===== src/rtl/core/epd_pkg.sv =====
// shared types and constants for the escaped packet deframer
`timescale 1ns / 1ps

package epd_pkg;

  // widths fixed by the field definitions
  localparam int unsigned BYTE_W = 8;
  localparam int unsigned LEN_W  = 7;
  localparam int unsigned CFG_IDX_W = 2;

  // default buffer depth in bytes
  localparam int unsigned BUFFER_DEPTH_DEF = 64;

  // configuration register indexes
  localparam logic [CFG_IDX_W-1:0] CFG_START  = 2'd0;
  localparam logic [CFG_IDX_W-1:0] CFG_STOP   = 2'd1;
  localparam logic [CFG_IDX_W-1:0] CFG_ESCAPE = 2'd2;

  // marker reset values
  localparam logic [BYTE_W-1:0] START_RST  = 8'd2;
  localparam logic [BYTE_W-1:0] STOP_RST   = 8'd3;
  localparam logic [BYTE_W-1:0] ESCAPE_RST = 8'd16;

  // controller states
  typedef enum logic {
    ST_IDLE,
    ST_DRAIN
  } state_e;

  // marker bytes handed to the controller
  typedef struct packed {
    logic [BYTE_W-1:0] start_marker;
    logic [BYTE_W-1:0] stop_marker;
    logic [BYTE_W-1:0] escape_marker;
  } markers_t;

  // controller status seen by the top level
  typedef struct packed {
    logic             draining;
    logic [LEN_W-1:0] fill;
  } status_t;

endpackage


===== src/rtl/core/epd_ram.sv =====
// payload buffer: one write port, one registered read port
`timescale 1ns / 1ps

module epd_ram #(
  parameter int unsigned DEPTH = epd_pkg::BUFFER_DEPTH_DEF,
  parameter int unsigned AW    = (DEPTH > 1) ? $clog2(DEPTH) : 1
) (
  input  logic                      clk_i,
  input  logic                      we_i,
  input  logic [AW-1:0]             waddr_i,
  input  logic [epd_pkg::BYTE_W-1:0] wdata_i,
  input  logic                      re_i,
  input  logic [AW-1:0]             raddr_i,
  output logic [epd_pkg::BYTE_W-1:0] rdata_o
);

  logic [epd_pkg::BYTE_W-1:0] mem_q [DEPTH];
  logic [epd_pkg::BYTE_W-1:0] rdata_q;

  // write port
  always_ff @(posedge clk_i) begin
    if (we_i) begin
      mem_q[waddr_i] <= wdata_i;
    end
  end

  // read port, registered output
  always_ff @(posedge clk_i) begin
    if (re_i) begin
      rdata_q <= mem_q[raddr_i];
    end
  end

  assign rdata_o = rdata_q;

endmodule


===== src/rtl/core/epd_ctrl.sv =====
// byte classifier, packet state and readout sequencer
`timescale 1ns / 1ps

module epd_ctrl #(
  parameter int unsigned BUFFER_DEPTH = epd_pkg::BUFFER_DEPTH_DEF,
  parameter int unsigned AW = (BUFFER_DEPTH > 1) ? $clog2(BUFFER_DEPTH) : 1
) (
  input  logic                       clk_i,
  input  logic                       rst_ni,
  input  epd_pkg::markers_t          markers_i,
  // input beat
  input  logic                       in_valid_i,
  output logic                       in_ready_o,
  input  logic [epd_pkg::BYTE_W-1:0] in_byte_i,
  // buffer access
  output logic                       mem_we_o,
  output logic [AW-1:0]              mem_waddr_o,
  output logic [epd_pkg::BYTE_W-1:0] mem_wdata_o,
  output logic                       mem_re_o,
  output logic [AW-1:0]              mem_raddr_o,
  input  logic [epd_pkg::BYTE_W-1:0] mem_rdata_i,
  // result beat
  output logic                       out_valid_o,
  input  logic                       out_ready_i,
  output logic [epd_pkg::BYTE_W-1:0] out_byte_o,
  output logic                       out_last_o,
  output logic                       out_empty_o,
  output logic [epd_pkg::LEN_W-1:0]  out_len_o,
  output epd_pkg::status_t           status_o
);

  localparam logic [epd_pkg::LEN_W-1:0] DepthCnt = epd_pkg::LEN_W'(BUFFER_DEPTH);

  epd_pkg::state_e state_q, state_d;
  logic in_pkt_q, in_pkt_d;
  logic esc_q, esc_d;
  logic [epd_pkg::LEN_W-1:0] fill_q, fill_d;
  logic [epd_pkg::LEN_W-1:0] len_q, len_d;
  logic [epd_pkg::LEN_W-1:0] rd_idx_q, rd_idx_d;
  logic rd_pend_q, rd_pend_d;
  logic rd_last_q, rd_last_d;

  logic out_valid_q, out_valid_d;
  logic [epd_pkg::BYTE_W-1:0] out_byte_q, out_byte_d;
  logic out_last_q, out_last_d;
  logic out_empty_q, out_empty_d;
  logic [epd_pkg::LEN_W-1:0] out_len_q, out_len_d;

  logic accept;
  logic out_free;
  logic [epd_pkg::BYTE_W-1:0] plain_byte;

  assign in_ready_o = (state_q == epd_pkg::ST_IDLE);
  assign accept     = in_valid_i && in_ready_o;
  assign out_free   = !out_valid_q || out_ready_i;
  assign plain_byte = esc_q ? (in_byte_i ^ markers_i.escape_marker) : in_byte_i;

  // next state, buffer access and result loading
  always_comb begin
    state_d     = state_q;
    in_pkt_d    = in_pkt_q;
    esc_d       = esc_q;
    fill_d      = fill_q;
    len_d       = len_q;
    rd_idx_d    = rd_idx_q;
    rd_pend_d   = 1'b0;
    rd_last_d   = rd_last_q;
    out_valid_d = out_valid_q && !out_ready_i;
    out_byte_d  = out_byte_q;
    out_last_d  = out_last_q;
    out_empty_d = out_empty_q;
    out_len_d   = out_len_q;
    mem_we_o    = 1'b0;
    mem_re_o    = 1'b0;

    unique case (state_q)
      epd_pkg::ST_IDLE: begin
        if (accept) begin
          if (in_byte_i == markers_i.escape_marker) begin
            esc_d = 1'b1;
          end else if (in_byte_i == markers_i.start_marker) begin
            in_pkt_d = 1'b1;
            esc_d    = 1'b0;
            fill_d   = '0;
          end else if (in_byte_i == markers_i.stop_marker) begin
            if (in_pkt_q) begin
              len_d    = fill_q;
              rd_idx_d = '0;
              state_d  = epd_pkg::ST_DRAIN;
            end
            in_pkt_d = 1'b0;
            esc_d    = 1'b0;
          end else begin
            esc_d = 1'b0;
            if (in_pkt_q) begin
              if (fill_q == DepthCnt) begin
                // packet too long, drop it
                in_pkt_d = 1'b0;
              end else begin
                mem_we_o = 1'b1;
                fill_d   = fill_q + 1'b1;
              end
            end
          end
        end
      end
      epd_pkg::ST_DRAIN: begin
        if (len_q == '0) begin
          // empty packet gives a single marked beat
          if (out_free) begin
            out_valid_d = 1'b1;
            out_byte_d  = '0;
            out_last_d  = 1'b1;
            out_empty_d = 1'b1;
            out_len_d   = '0;
            state_d     = epd_pkg::ST_IDLE;
          end
        end else if (rd_pend_q) begin
          // read data lands in the output register
          out_valid_d = 1'b1;
          out_byte_d  = mem_rdata_i;
          out_last_d  = rd_last_q;
          out_empty_d = 1'b0;
          out_len_d   = len_q;
          if (rd_last_q) begin
            state_d = epd_pkg::ST_IDLE;
          end
        end else if (out_free && (rd_idx_q != len_q)) begin
          mem_re_o  = 1'b1;
          rd_pend_d = 1'b1;
          rd_last_d = ((rd_idx_q + 1'b1) == len_q);
          rd_idx_d  = rd_idx_q + 1'b1;
        end
      end
      default: begin
        state_d = epd_pkg::ST_IDLE;
      end
    endcase
  end

  // control registers
  always_ff @(posedge clk_i or negedge rst_ni) begin
    if (!rst_ni) begin
      state_q     <= epd_pkg::ST_IDLE;
      in_pkt_q    <= 1'b0;
      esc_q       <= 1'b0;
      fill_q      <= '0;
      len_q       <= '0;
      rd_idx_q    <= '0;
      rd_pend_q   <= 1'b0;
      rd_last_q   <= 1'b0;
      out_valid_q <= 1'b0;
    end else begin
      state_q     <= state_d;
      in_pkt_q    <= in_pkt_d;
      esc_q       <= esc_d;
      fill_q      <= fill_d;
      len_q       <= len_d;
      rd_idx_q    <= rd_idx_d;
      rd_pend_q   <= rd_pend_d;
      rd_last_q   <= rd_last_d;
      out_valid_q <= out_valid_d;
    end
  end

  // result payload
  always_ff @(posedge clk_i) begin
    out_byte_q  <= out_byte_d;
    out_last_q  <= out_last_d;
    out_empty_q <= out_empty_d;
    out_len_q   <= out_len_d;
  end

  assign mem_waddr_o = fill_q[AW-1:0];
  assign mem_wdata_o = plain_byte;
  assign mem_raddr_o = rd_idx_q[AW-1:0];

  assign out_valid_o = out_valid_q;
  assign out_byte_o  = out_byte_q;
  assign out_last_o  = out_last_q;
  assign out_empty_o = out_empty_q;
  assign out_len_o   = out_len_q;

  assign status_o.draining = (state_q == epd_pkg::ST_DRAIN);
  assign status_o.fill     = fill_q;

endmodule


===== src/rtl/core/escaped_packet_deframer.sv =====
// top level of the escaped packet deframer
`timescale 1ns / 1ps

// Recovers byte-stuffed packets from a raw byte stream: an escape byte makes
// the next byte XOR with the escape value, a start byte opens a packet, a stop
// byte closes it and plays its payload out in order with tlast on the final
// beat; an empty packet gives one beat with tuser set. Packets longer than
// BUFFER_DEPTH bytes are dropped. While no packet is being played out, one
// input beat is taken every cycle. A stop that closes a packet then holds the
// input until the packet has been played out, plus any output stall: the
// buffer has a single registered read port feeding a single output register,
// so each payload byte is read and then loaded before the next read is issued.
// Marker registers should be written while idle.
module escaped_packet_deframer #(
  parameter int unsigned BUFFER_DEPTH = epd_pkg::BUFFER_DEPTH_DEF
) (
  input  logic                          clk_i,
  input  logic                          rst_ni,
  // marker register writes
  input  logic                          cfg_we_i,
  input  logic [epd_pkg::CFG_IDX_W-1:0] cfg_idx_i,
  input  logic [epd_pkg::BYTE_W-1:0]    cfg_wdata_i,
  // received byte stream
  input  logic                          s_axis_tvalid,
  output logic                          s_axis_tready,
  input  logic [7:0]                    s_axis_tdata,   // [7:0] rx_byte
  // recovered payload stream
  output logic                          m_axis_tvalid,
  input  logic                          m_axis_tready,
  output logic [15:0]                   m_axis_tdata,   // [7:0] out_byte, [14:8] packet_length
  output logic                          m_axis_tlast,   // is_last
  output logic                          m_axis_tuser    // is_empty
);

  localparam int unsigned AW = (BUFFER_DEPTH > 1) ? $clog2(BUFFER_DEPTH) : 1;

  epd_pkg::markers_t markers_q, markers_d;
  epd_pkg::status_t  status;

  logic                       mem_we;
  logic [AW-1:0]              mem_waddr;
  logic [epd_pkg::BYTE_W-1:0] mem_wdata;
  logic                       mem_re;
  logic [AW-1:0]              mem_raddr;
  logic [epd_pkg::BYTE_W-1:0] mem_rdata;

  logic [epd_pkg::BYTE_W-1:0] out_byte;
  logic [epd_pkg::LEN_W-1:0]  out_len;

  // marker register decode
  always_comb begin
    markers_d = markers_q;
    if (cfg_we_i) begin
      unique case (cfg_idx_i)
        epd_pkg::CFG_START:  markers_d.start_marker  = cfg_wdata_i;
        epd_pkg::CFG_STOP:   markers_d.stop_marker   = cfg_wdata_i;
        epd_pkg::CFG_ESCAPE: markers_d.escape_marker = cfg_wdata_i;
        default:             markers_d = markers_q;
      endcase
    end
  end

  always_ff @(posedge clk_i or negedge rst_ni) begin
    if (!rst_ni) begin
      markers_q.start_marker  <= epd_pkg::START_RST;
      markers_q.stop_marker   <= epd_pkg::STOP_RST;
      markers_q.escape_marker <= epd_pkg::ESCAPE_RST;
    end else begin
      markers_q <= markers_d;
    end
  end

  epd_ctrl #(
    .BUFFER_DEPTH (BUFFER_DEPTH),
    .AW           (AW)
  ) u_ctrl (
    .clk_i       (clk_i),
    .rst_ni      (rst_ni),
    .markers_i   (markers_q),
    .in_valid_i  (s_axis_tvalid),
    .in_ready_o  (s_axis_tready),
    .in_byte_i   (s_axis_tdata),
    .mem_we_o    (mem_we),
    .mem_waddr_o (mem_waddr),
    .mem_wdata_o (mem_wdata),
    .mem_re_o    (mem_re),
    .mem_raddr_o (mem_raddr),
    .mem_rdata_i (mem_rdata),
    .out_valid_o (m_axis_tvalid),
    .out_ready_i (m_axis_tready),
    .out_byte_o  (out_byte),
    .out_last_o  (m_axis_tlast),
    .out_empty_o (m_axis_tuser),
    .out_len_o   (out_len),
    .status_o    (status)
  );

  epd_ram #(
    .DEPTH (BUFFER_DEPTH),
    .AW    (AW)
  ) u_ram (
    .clk_i   (clk_i),
    .we_i    (mem_we),
    .waddr_i (mem_waddr),
    .wdata_i (mem_wdata),
    .re_i    (mem_re),
    .raddr_i (mem_raddr),
    .rdata_o (mem_rdata)
  );

  assign m_axis_tdata = {1'b0, out_len, out_byte};

  // fill level never passes the buffer depth
  assert property (@(posedge clk_i) disable iff (!rst_ni)
    status.fill <= epd_pkg::LEN_W'(BUFFER_DEPTH))
    else $error("fill level beyond buffer depth");

  // input is held off while a packet plays out
  assert property (@(posedge clk_i) disable iff (!rst_ni)
    status.draining |-> !s_axis_tready)
    else $error("input taken during readout");

  // an empty-packet beat is the last one and carries zero length
  assert property (@(posedge clk_i) disable iff (!rst_ni)
    (m_axis_tvalid && m_axis_tuser) |-> (m_axis_tlast && (out_len == '0)))
    else $error("malformed empty packet beat");

  // a payload beat carries a nonzero length
  assert property (@(posedge clk_i) disable iff (!rst_ni)
    (m_axis_tvalid && !m_axis_tuser) |-> (out_len != '0))
    else $error("payload beat with zero length");

endmodule

===== config.mk =====
export PLATFORM = sky130hd
export DESIGN_NAME = escaped_packet_deframer
export DESIGN_NICKNAME = d
export VERILOG_FILES = /design/src/rtl/core/epd_pkg.sv /design/src/rtl/core/epd_ram.sv /design/src/rtl/core/epd_ctrl.sv /design/src/rtl/core/escaped_packet_deframer.sv
export SDC_FILE = /design/constraint.sdc
export NUM_CORES = 1
export LEC_CHECK = 0
export BUFFER_PORTS_ARGS = -buffer_cell sky130_fd_sc_hd__buf_2
export CORE_ASPECT_RATIO = 1.75
export CORE_MARGIN = 3
export CORE_UTILIZATION = 40
export CTS_CLUSTER_DIAMETER = 50
export DETAILED_ROUTE_END_ITERATION = 7
export PLACE_DENSITY = 0.62
export SLEW_MARGIN = 25
export SYNTH_ARGS = -nofsm -noshare
export SYNTH_HDL_FRONTEND = slang
export SYNTH_HIERARCHICAL = 1
export SYNTH_SLANG_ARGS = --single-unit

===== constraint.sdc =====
create_clock -name clk_i -period 4.1 [get_ports clk_i]
set_input_delay 0.82 -clock clk_i [delete_from_list [all_inputs] [get_ports clk_i]]
set_output_delay 0.82 -clock clk_i [all_outputs]
set_load 0.01 [all_outputs]

==> results.json, run 1 <==
{
  "vias_per_cell": 5.627,
  "final-max-slew-violation-count": 0,
  "regArea_sq_um": 17420,
  "power.density_nw_per_um2": 454.5,
  "rsz0062_at_grt": "no",
  "wl_per_cell_microns": 26.70,
  "initial_core_util_pct": 40.41,
  "die_x_microns": 190.9,
  "hpwl_microns": 37870,
  "r2r_cells": 9,
  "ctsHtreeMaxLevel": 2,
  "antenna_found_initial": 0,
  "post_cts_buffers": 0,
  "area_delta_synth_final_pct": 12.35,
  "ctsResizeCount": 0,
  "netlist_area_sq_um": 23920,
  "arrival_ns": 3.70,
  "cts_buffers": 50,
  "gr-total-overflow": 0,
  "drive_above_1_share_pct": 26.83,
  "fillers": 4944,
  "max_stage_delay_ns": 0.74,
  "diodes": 0,
  "cts_tree": "done",
  "synth_fp_nets": 1285,
  "nets": 1355,
  "ios": 43,
  "final.setup.tns_ns": 0,
  "core_sq_um": 59200,
  "fin_ws_ns": 0.6066,
  "route.detailed.drc": 0,
  "critPathBufInv": 1,
  "grt.total_usage_pct": 18.44,
  "slowest_stage": "nor2_1",
  "r2r_start": "u_ctrl/fill_q[0]$_DFFE_PN0P_",
  "vdd_drop_max_mv": 0.3891,
  "synthCells": 1259,
  "power_uw": 12220,
  "die_height_microns": 329.5,
  "hold_buffers": 0,
  "r2r-end": "u_ram/mem_q[4][0]$_DFFE_PP_",
  "finalSetupViolations": 0,
  "yosysWarningCount": 6,
  "syn_area_per_cell_sq_um": 19.00,
  "insertion_delay_ns": 0.59,
  "rows": 118,
  "max_slew_margin_pct": 41.94,
  "multi_input_area_sq_um": 6062,
  "drt-pass1-iter-count": 5,
  "clkTransAtPathRegs_ns": 0.07,
  "finalClockSkew_ns": 0.01657,
  "power.leakage_uw": 0.008703,
  "fmax_mhz": 286.3,
  "startpoint_type": "flip-flop",
  "cts.sinks": 588,
  "crit_fanout": 12,
  "io_buffers": 41,
  "vias": 12090,
  "crit_path_end_kind": "flip-flop",
  "grt_pass1_wl_microns": 85080,
  "drt_iter0_drc": 1030,
  "grt_pass1_vias": 13040,
  "hp-class": "input pin to async pin",
  "criticalPathCategory": "flip-flop to flip-flop",
  "clockBufferDepth": 3,
  "hold_viol_final": 0,
  "wl_microns": 57350,
  "layout_common_cells": "edfxtp_1 (537), mux4_2 (126), nor2_1 (86), clkbuf_16 (53), buf_4 (48)",
  "cts_root_buf": "clkbuf_16",
  "dieArea_sq_um": 62890,
  "crit_chain": "inv_1 > ha_1 > nand4bb_1 > o31ai_1 > a21o_2 > nor3_1 > nor2b_1 > nand2_1 > nor2_1",
  "antenna_left": 0,
  "critPathTopFamily": "simple AND/OR/NAND/NOR gates",
  "fin_crit_sh_pct": 85.20,
  "mostFrequentLayoutCell": "edfxtp_1",
  "gp_congestion": 0.8330,
  "r2r_slack_ns": 0.61,
  "post-place-ws_ns": 0.2921,
  "tightest_slew_ns": 0.8678,
  "outcome": "finished clean",
  "worstPathRequired_ns": 4.31,
  "grt_max_degree": 65,
  "min_period_ns": 3.493,
  "cap_violations": 0
}
==> per-stage QoR <==
step | util [%] | cell area, sq um | hold slack (ns) | instances
2_1_floorplan | - | 23920 | 0.4567 | 1259
3_3_place_gp | 42.45 | 25130 | 0.5143 | 2057
3_5_place_dp | 42.45 | 25130 | 0.5158 | 2057
4_1_cts | 45.40 | 26880 | 0.4015 | 2148
5_1_grt | 45.40 | 26880 | 0.2381 | 2148
6_report | 45.40 | 26880 | 0.2213 | 2148
==> final cells by class <==
cell class	instances	share of cell area, %
Sequential cell	588	64.81
Multi-Input combinational cell	583	22.55
Clock buffer	61	5.046
Tap cell	780	3.631
Timing Repair Buffer	91	2.309
Clock inverter	30	1.443
Inverter	15	0.2095
==> worst register-to-register path: cells and delay by family, from the launching register on <==
kind                     cells  cell delay, ns
flip-flops                   1            0.62
buffers and inverters        1            0.09
adder cells (fa/ha/maj)      1            0.21
AO/OA/AOI/OAI                2            0.36
AND/OR/NAND/NOR              5            1.83
==> metal layers <==
layer,wire (microns),up-vias,global-route usage [%]
met5,0,-,0
met4,2705,0,8.494
met3,2269,113,2.087
met2,32480,388,35.47
met1,19900,6393,19.98
li1,-,5192,-
==> where the power goes <==
| group | switching (uW) | internal (uW) | leakage, uW | total [uW] |
|---|---|---|---|---|
| sequential | 79.8 | 6620 | 0.00540 | 6700 |
| clock | 2120 | 2930 | 0.000844 | 5040 |
| combinational | 316 | 152 | 0.00246 | 468 |
==> state kept, by name (all words and copies together), names as in the netlist <==
register	count
u_ram/mem_q	512
u_ctrl/in_pkt_q	1
u_ctrl/esc_q	1
u_ctrl/out_len_o	7
u_ctrl/out_valid_o	1
u_ctrl/rd_last_q	1
u_ctrl/state_q	1
u_ctrl/out_last_o	1
u_ctrl/out_empty_o	1
u_ctrl/fill_q	7
u_ctrl/rd_idx_q	7
u_ram/rdata_o	8
markers_q	24
u_ctrl/len_q	7
u_ctrl/rd_pend_q	1
u_ctrl/out_byte_o	8
==> worst max path at each step <==
stage                                       startpoint                      endpoint  slack, ns  cells after the start
after floorplan                        s_axis_tdata[0]   u_ram/mem_q[0][0]$_DFFE_PP_       0.84                      1
after global placement                 s_axis_tdata[7]  u_ram/mem_q[28][4]$_DFFE_PP_       0.45                      8
after detailed placement               s_axis_tdata[0]   u_ram/mem_q[4][0]$_DFFE_PP_       0.29                      8
after CTS                 u_ctrl/fill_q[0]$_DFFE_PN0P_   u_ram/mem_q[4][5]$_DFFE_PP_       0.59                      9
after global routing      u_ctrl/fill_q[0]$_DFFE_PN0P_   u_ram/mem_q[4][5]$_DFFE_PP_       0.29                      9
final                     u_ctrl/fill_q[0]$_DFFE_PN0P_   u_ram/mem_q[4][0]$_DFFE_PP_       0.61                      9
Power figures use the tool's default switching activity.
==> run 2, diff against run 1 <==
--- a/config.mk
+++ b/config.mk
@@ -5,6 +5,7 @@
 export SDC_FILE = /design/constraint.sdc
 export NUM_CORES = 1
 export LEC_CHECK = 0
+export ABC_AREA = 1
 export BUFFER_PORTS_ARGS = -buffer_cell sky130_fd_sc_hd__buf_2
 export CORE_ASPECT_RATIO = 1.75
 export CORE_MARGIN = 3
==> run 2 against run 1 <==
  * Combinational power increased to 9.3 times the previous value
  * Setup slack gained 0.39 ns
  * Largest cell class unchanged
  * Global-route usage increased by 1.9 points
  * Total power is 32% higher
  * Critical endpoint is now u_ram/rdata_o[7]$_DFFE_PP_
  * Register-to-register slack improved by 0.39 ns
  * Highest routed layer unchanged
  * Core utilization decreased by 0.23 points
  * Critical path type unchanged
==> results.json, run 2 <==
{
  "critPathTopFamily": "buffers and inverters",
  "top_register": "u_ram/mem_q",
  "top_regs": "u_ram/mem_q (512), markers_q (24)",
  "synth_fp_nets": 2297,
  "fmax_mhz": 322.6,
  "hold_buffers": 0,
  "regArea_sq_um": 17420,
  "ctsHtreeMaxLevel": 2,
  "tightest_slew_ns": 0.9714,
  "drive_above_1_share_pct": 11.95,
  "cts_buffers": 49,
  "nets": 2361,
  "yosysWarningCount": 6,
  "cap_violations": 0,
  "post_cts_buffers": 0,
  "rows": 121,
  "drt-pass1-iter-count": 5,
  "r2r-end": "u_ram/rdata_o[7]$_DFFE_PP_",
  "crit_chain": "clkinv_2 > buf_12 > nand3_1 > nand3_1 > nand2_1 > nand2_1 > nand3_1 > nand3_1 > nand2_1",
  "largest_register_ffs": 512,
  "syn_area_per_cell_sq_um": 11.12,
  "criticalPathCategory": "flip-flop to flip-flop",
  "drt_iter0_drc": 1233,
  "startpoint_type": "flip-flop",
  "hp-class": "input pin to async pin",
  "vdd_drop_max_mv": 0.4214,
  "mostFrequentLayoutCell": "nand2_1",
  "worstPathRequired_ns": 4.54,
  "gp_congestion": 0.9045,
  "initial_core_util_pct": 40.50,
  "clkTransAtPathRegs_ns": 0.07,
  "critPathBufInv": 2,
  "fin_crit_sh_pct": 75.60,
  "max_slew_margin_pct": 35.24,
  "r2r_start": "u_ctrl/rd_idx_q[1]$_DFFE_PN0P_",
  "place_area_sq_um": 26450,
  "r2r_cells": 9,
  "die_height_microns": 338.5,
  "finish.instance_area_sq_um": 28170,
  "grt_pass1_wl_microns": 102500,
  "multi_input_area_sq_um": 6729,
  "path_common_cell": "nand3_1",
  "netlist_area_sq_um": 25260,
  "grt_pass1_vias": 17310,
  "dieArea_sq_um": 66330,
  "ios": 43,
  "synthCells": 2271,
  "wl_microns": 67960,
  "cts_root_buf": "clkbuf_16",
  "max_stage_delay_ns": 0.81,
  "finalClockSkew_ns": 0.02306,
  "gr-total-overflow": 0,
  "outcome": "finished clean",
  "vias": 16800,
  "antenna_found_initial": 0,
  "finalSetupViolations": 0,
  "grt_max_degree": 219,
  "cts_tree": "done",
  "antenna_left": 0,
  "die_x_microns": 196.0,
  "crit_fanout": 56,
  "fillers": 5744,
  "grt.total_usage_pct": 20.30,
  "r2r_slack_ns": 1.00,
  "io_buffers": 41,
  "area_delta_synth_final_pct": 11.51,
  "final.setup.tns_ns": 0,
  "wl_per_cell_microns": 21.41,
  "slowest_stage": "clkinv_2",
  "final_core_util_pct": 45.17,
  "crit_path_end_kind": "flip-flop",
  "core_sq_um": 62370,
  "vias_per_cell": 5.290,
  "arrival_ns": 3.54,
  "fin_ws_ns": 1.000,
  "hold_viol_final": 0,
  "cts.sinks": 588,
  "route.detailed.drc": 0,
  "layout_common_cells": "nand2_1 (810), edfxtp_1 (537), nand3_1 (464), buf_4 (103), nor2_1 (83)",
  "power.leakage_uw": 0.01062,
  "min_period_ns": 3.100,
  "insertion_delay_ns": 0.59,
  "diodes": 0,
  "clockBufferDepth": 3,
  "post-place-ws_ns": 0.7925,
  "final-max-slew-violation-count": 0,
  "power.density_nw_per_um2": 573.7,
  "hpwl_microns": 43960,
  "ctsResizeCount": 0,
  "rsz0062_at_grt": "no"
}
==> run 2: metal layers <==
metal | GRT usage, % | routed length, microns
met5 | 0 | 0
met4 | 10.60 | 3877
met3 | 1.800 | 2728
met2 | 38.75 | 37210
met1 | 21.95 | 24150
==> run 2: final cells by class <==
class                      count  area share, %
sequential                   588          61.82
multi-input combinational   1482          23.89
clock buffer                  59          4.672
timing repair buffer         149          3.855
tap                          799          3.549
clock inverter                33          1.332
inverter                      65         0.8883
==> run 2: worst max path at each step <==
stage	startpoint	to	slack [ns]	depth (start not counted)
after floorplan	s_axis_tdata[1]	u_ram/mem_q[48][0]$_DFFE_PP_	0.95	11
after CTS	u_ctrl/rd_idx_q[1]$_DFFE_PN0P_	u_ram/rdata_o[1]$_DFFE_PP_	1.03	9
after global routing	u_ctrl/rd_idx_q[1]$_DFFE_PN0P_	u_ram/rdata_o[2]$_DFFE_PP_	0.83	9
after detailed placement	s_axis_tdata[5]	u_ram/mem_q[35][2]$_DFFE_PP_	0.79	12
after global placement	s_axis_tdata[4]	u_ram/mem_q[35][5]$_DFFE_PP_	0.92	12
final	u_ctrl/rd_idx_q[1]$_DFFE_PN0P_	u_ram/rdata_o[7]$_DFFE_PP_	1.00	9
==> run 2: through the flow <==
step | hold slack [ns] | cells | total power [uW]
6_report | 0.3372 | 3175 | 16160
3_3_place_gp | 0.4658 | 3082 | 11340
5_1_grt | 0.3706 | 3175 | 16900
3_5_place_dp | 0.4678 | 3082 | 11380
4_1_cts | 0.3435 | 3174 | 16220
2_1_floorplan | 0.4497 | 2271 | 10210
==> run 2: power breakdown <==
group | internal [uW] | total [uW] | switching [uW] | leakage [uW]
clock | 2760 | 4870 | 2110 | 0.000803
sequential | 6800 | 6920 | 124 | 0.00545
combinational | 1140 | 4370 | 3230 | 0.00437
total | 10700 | 16200 | 5470 | 0.0106
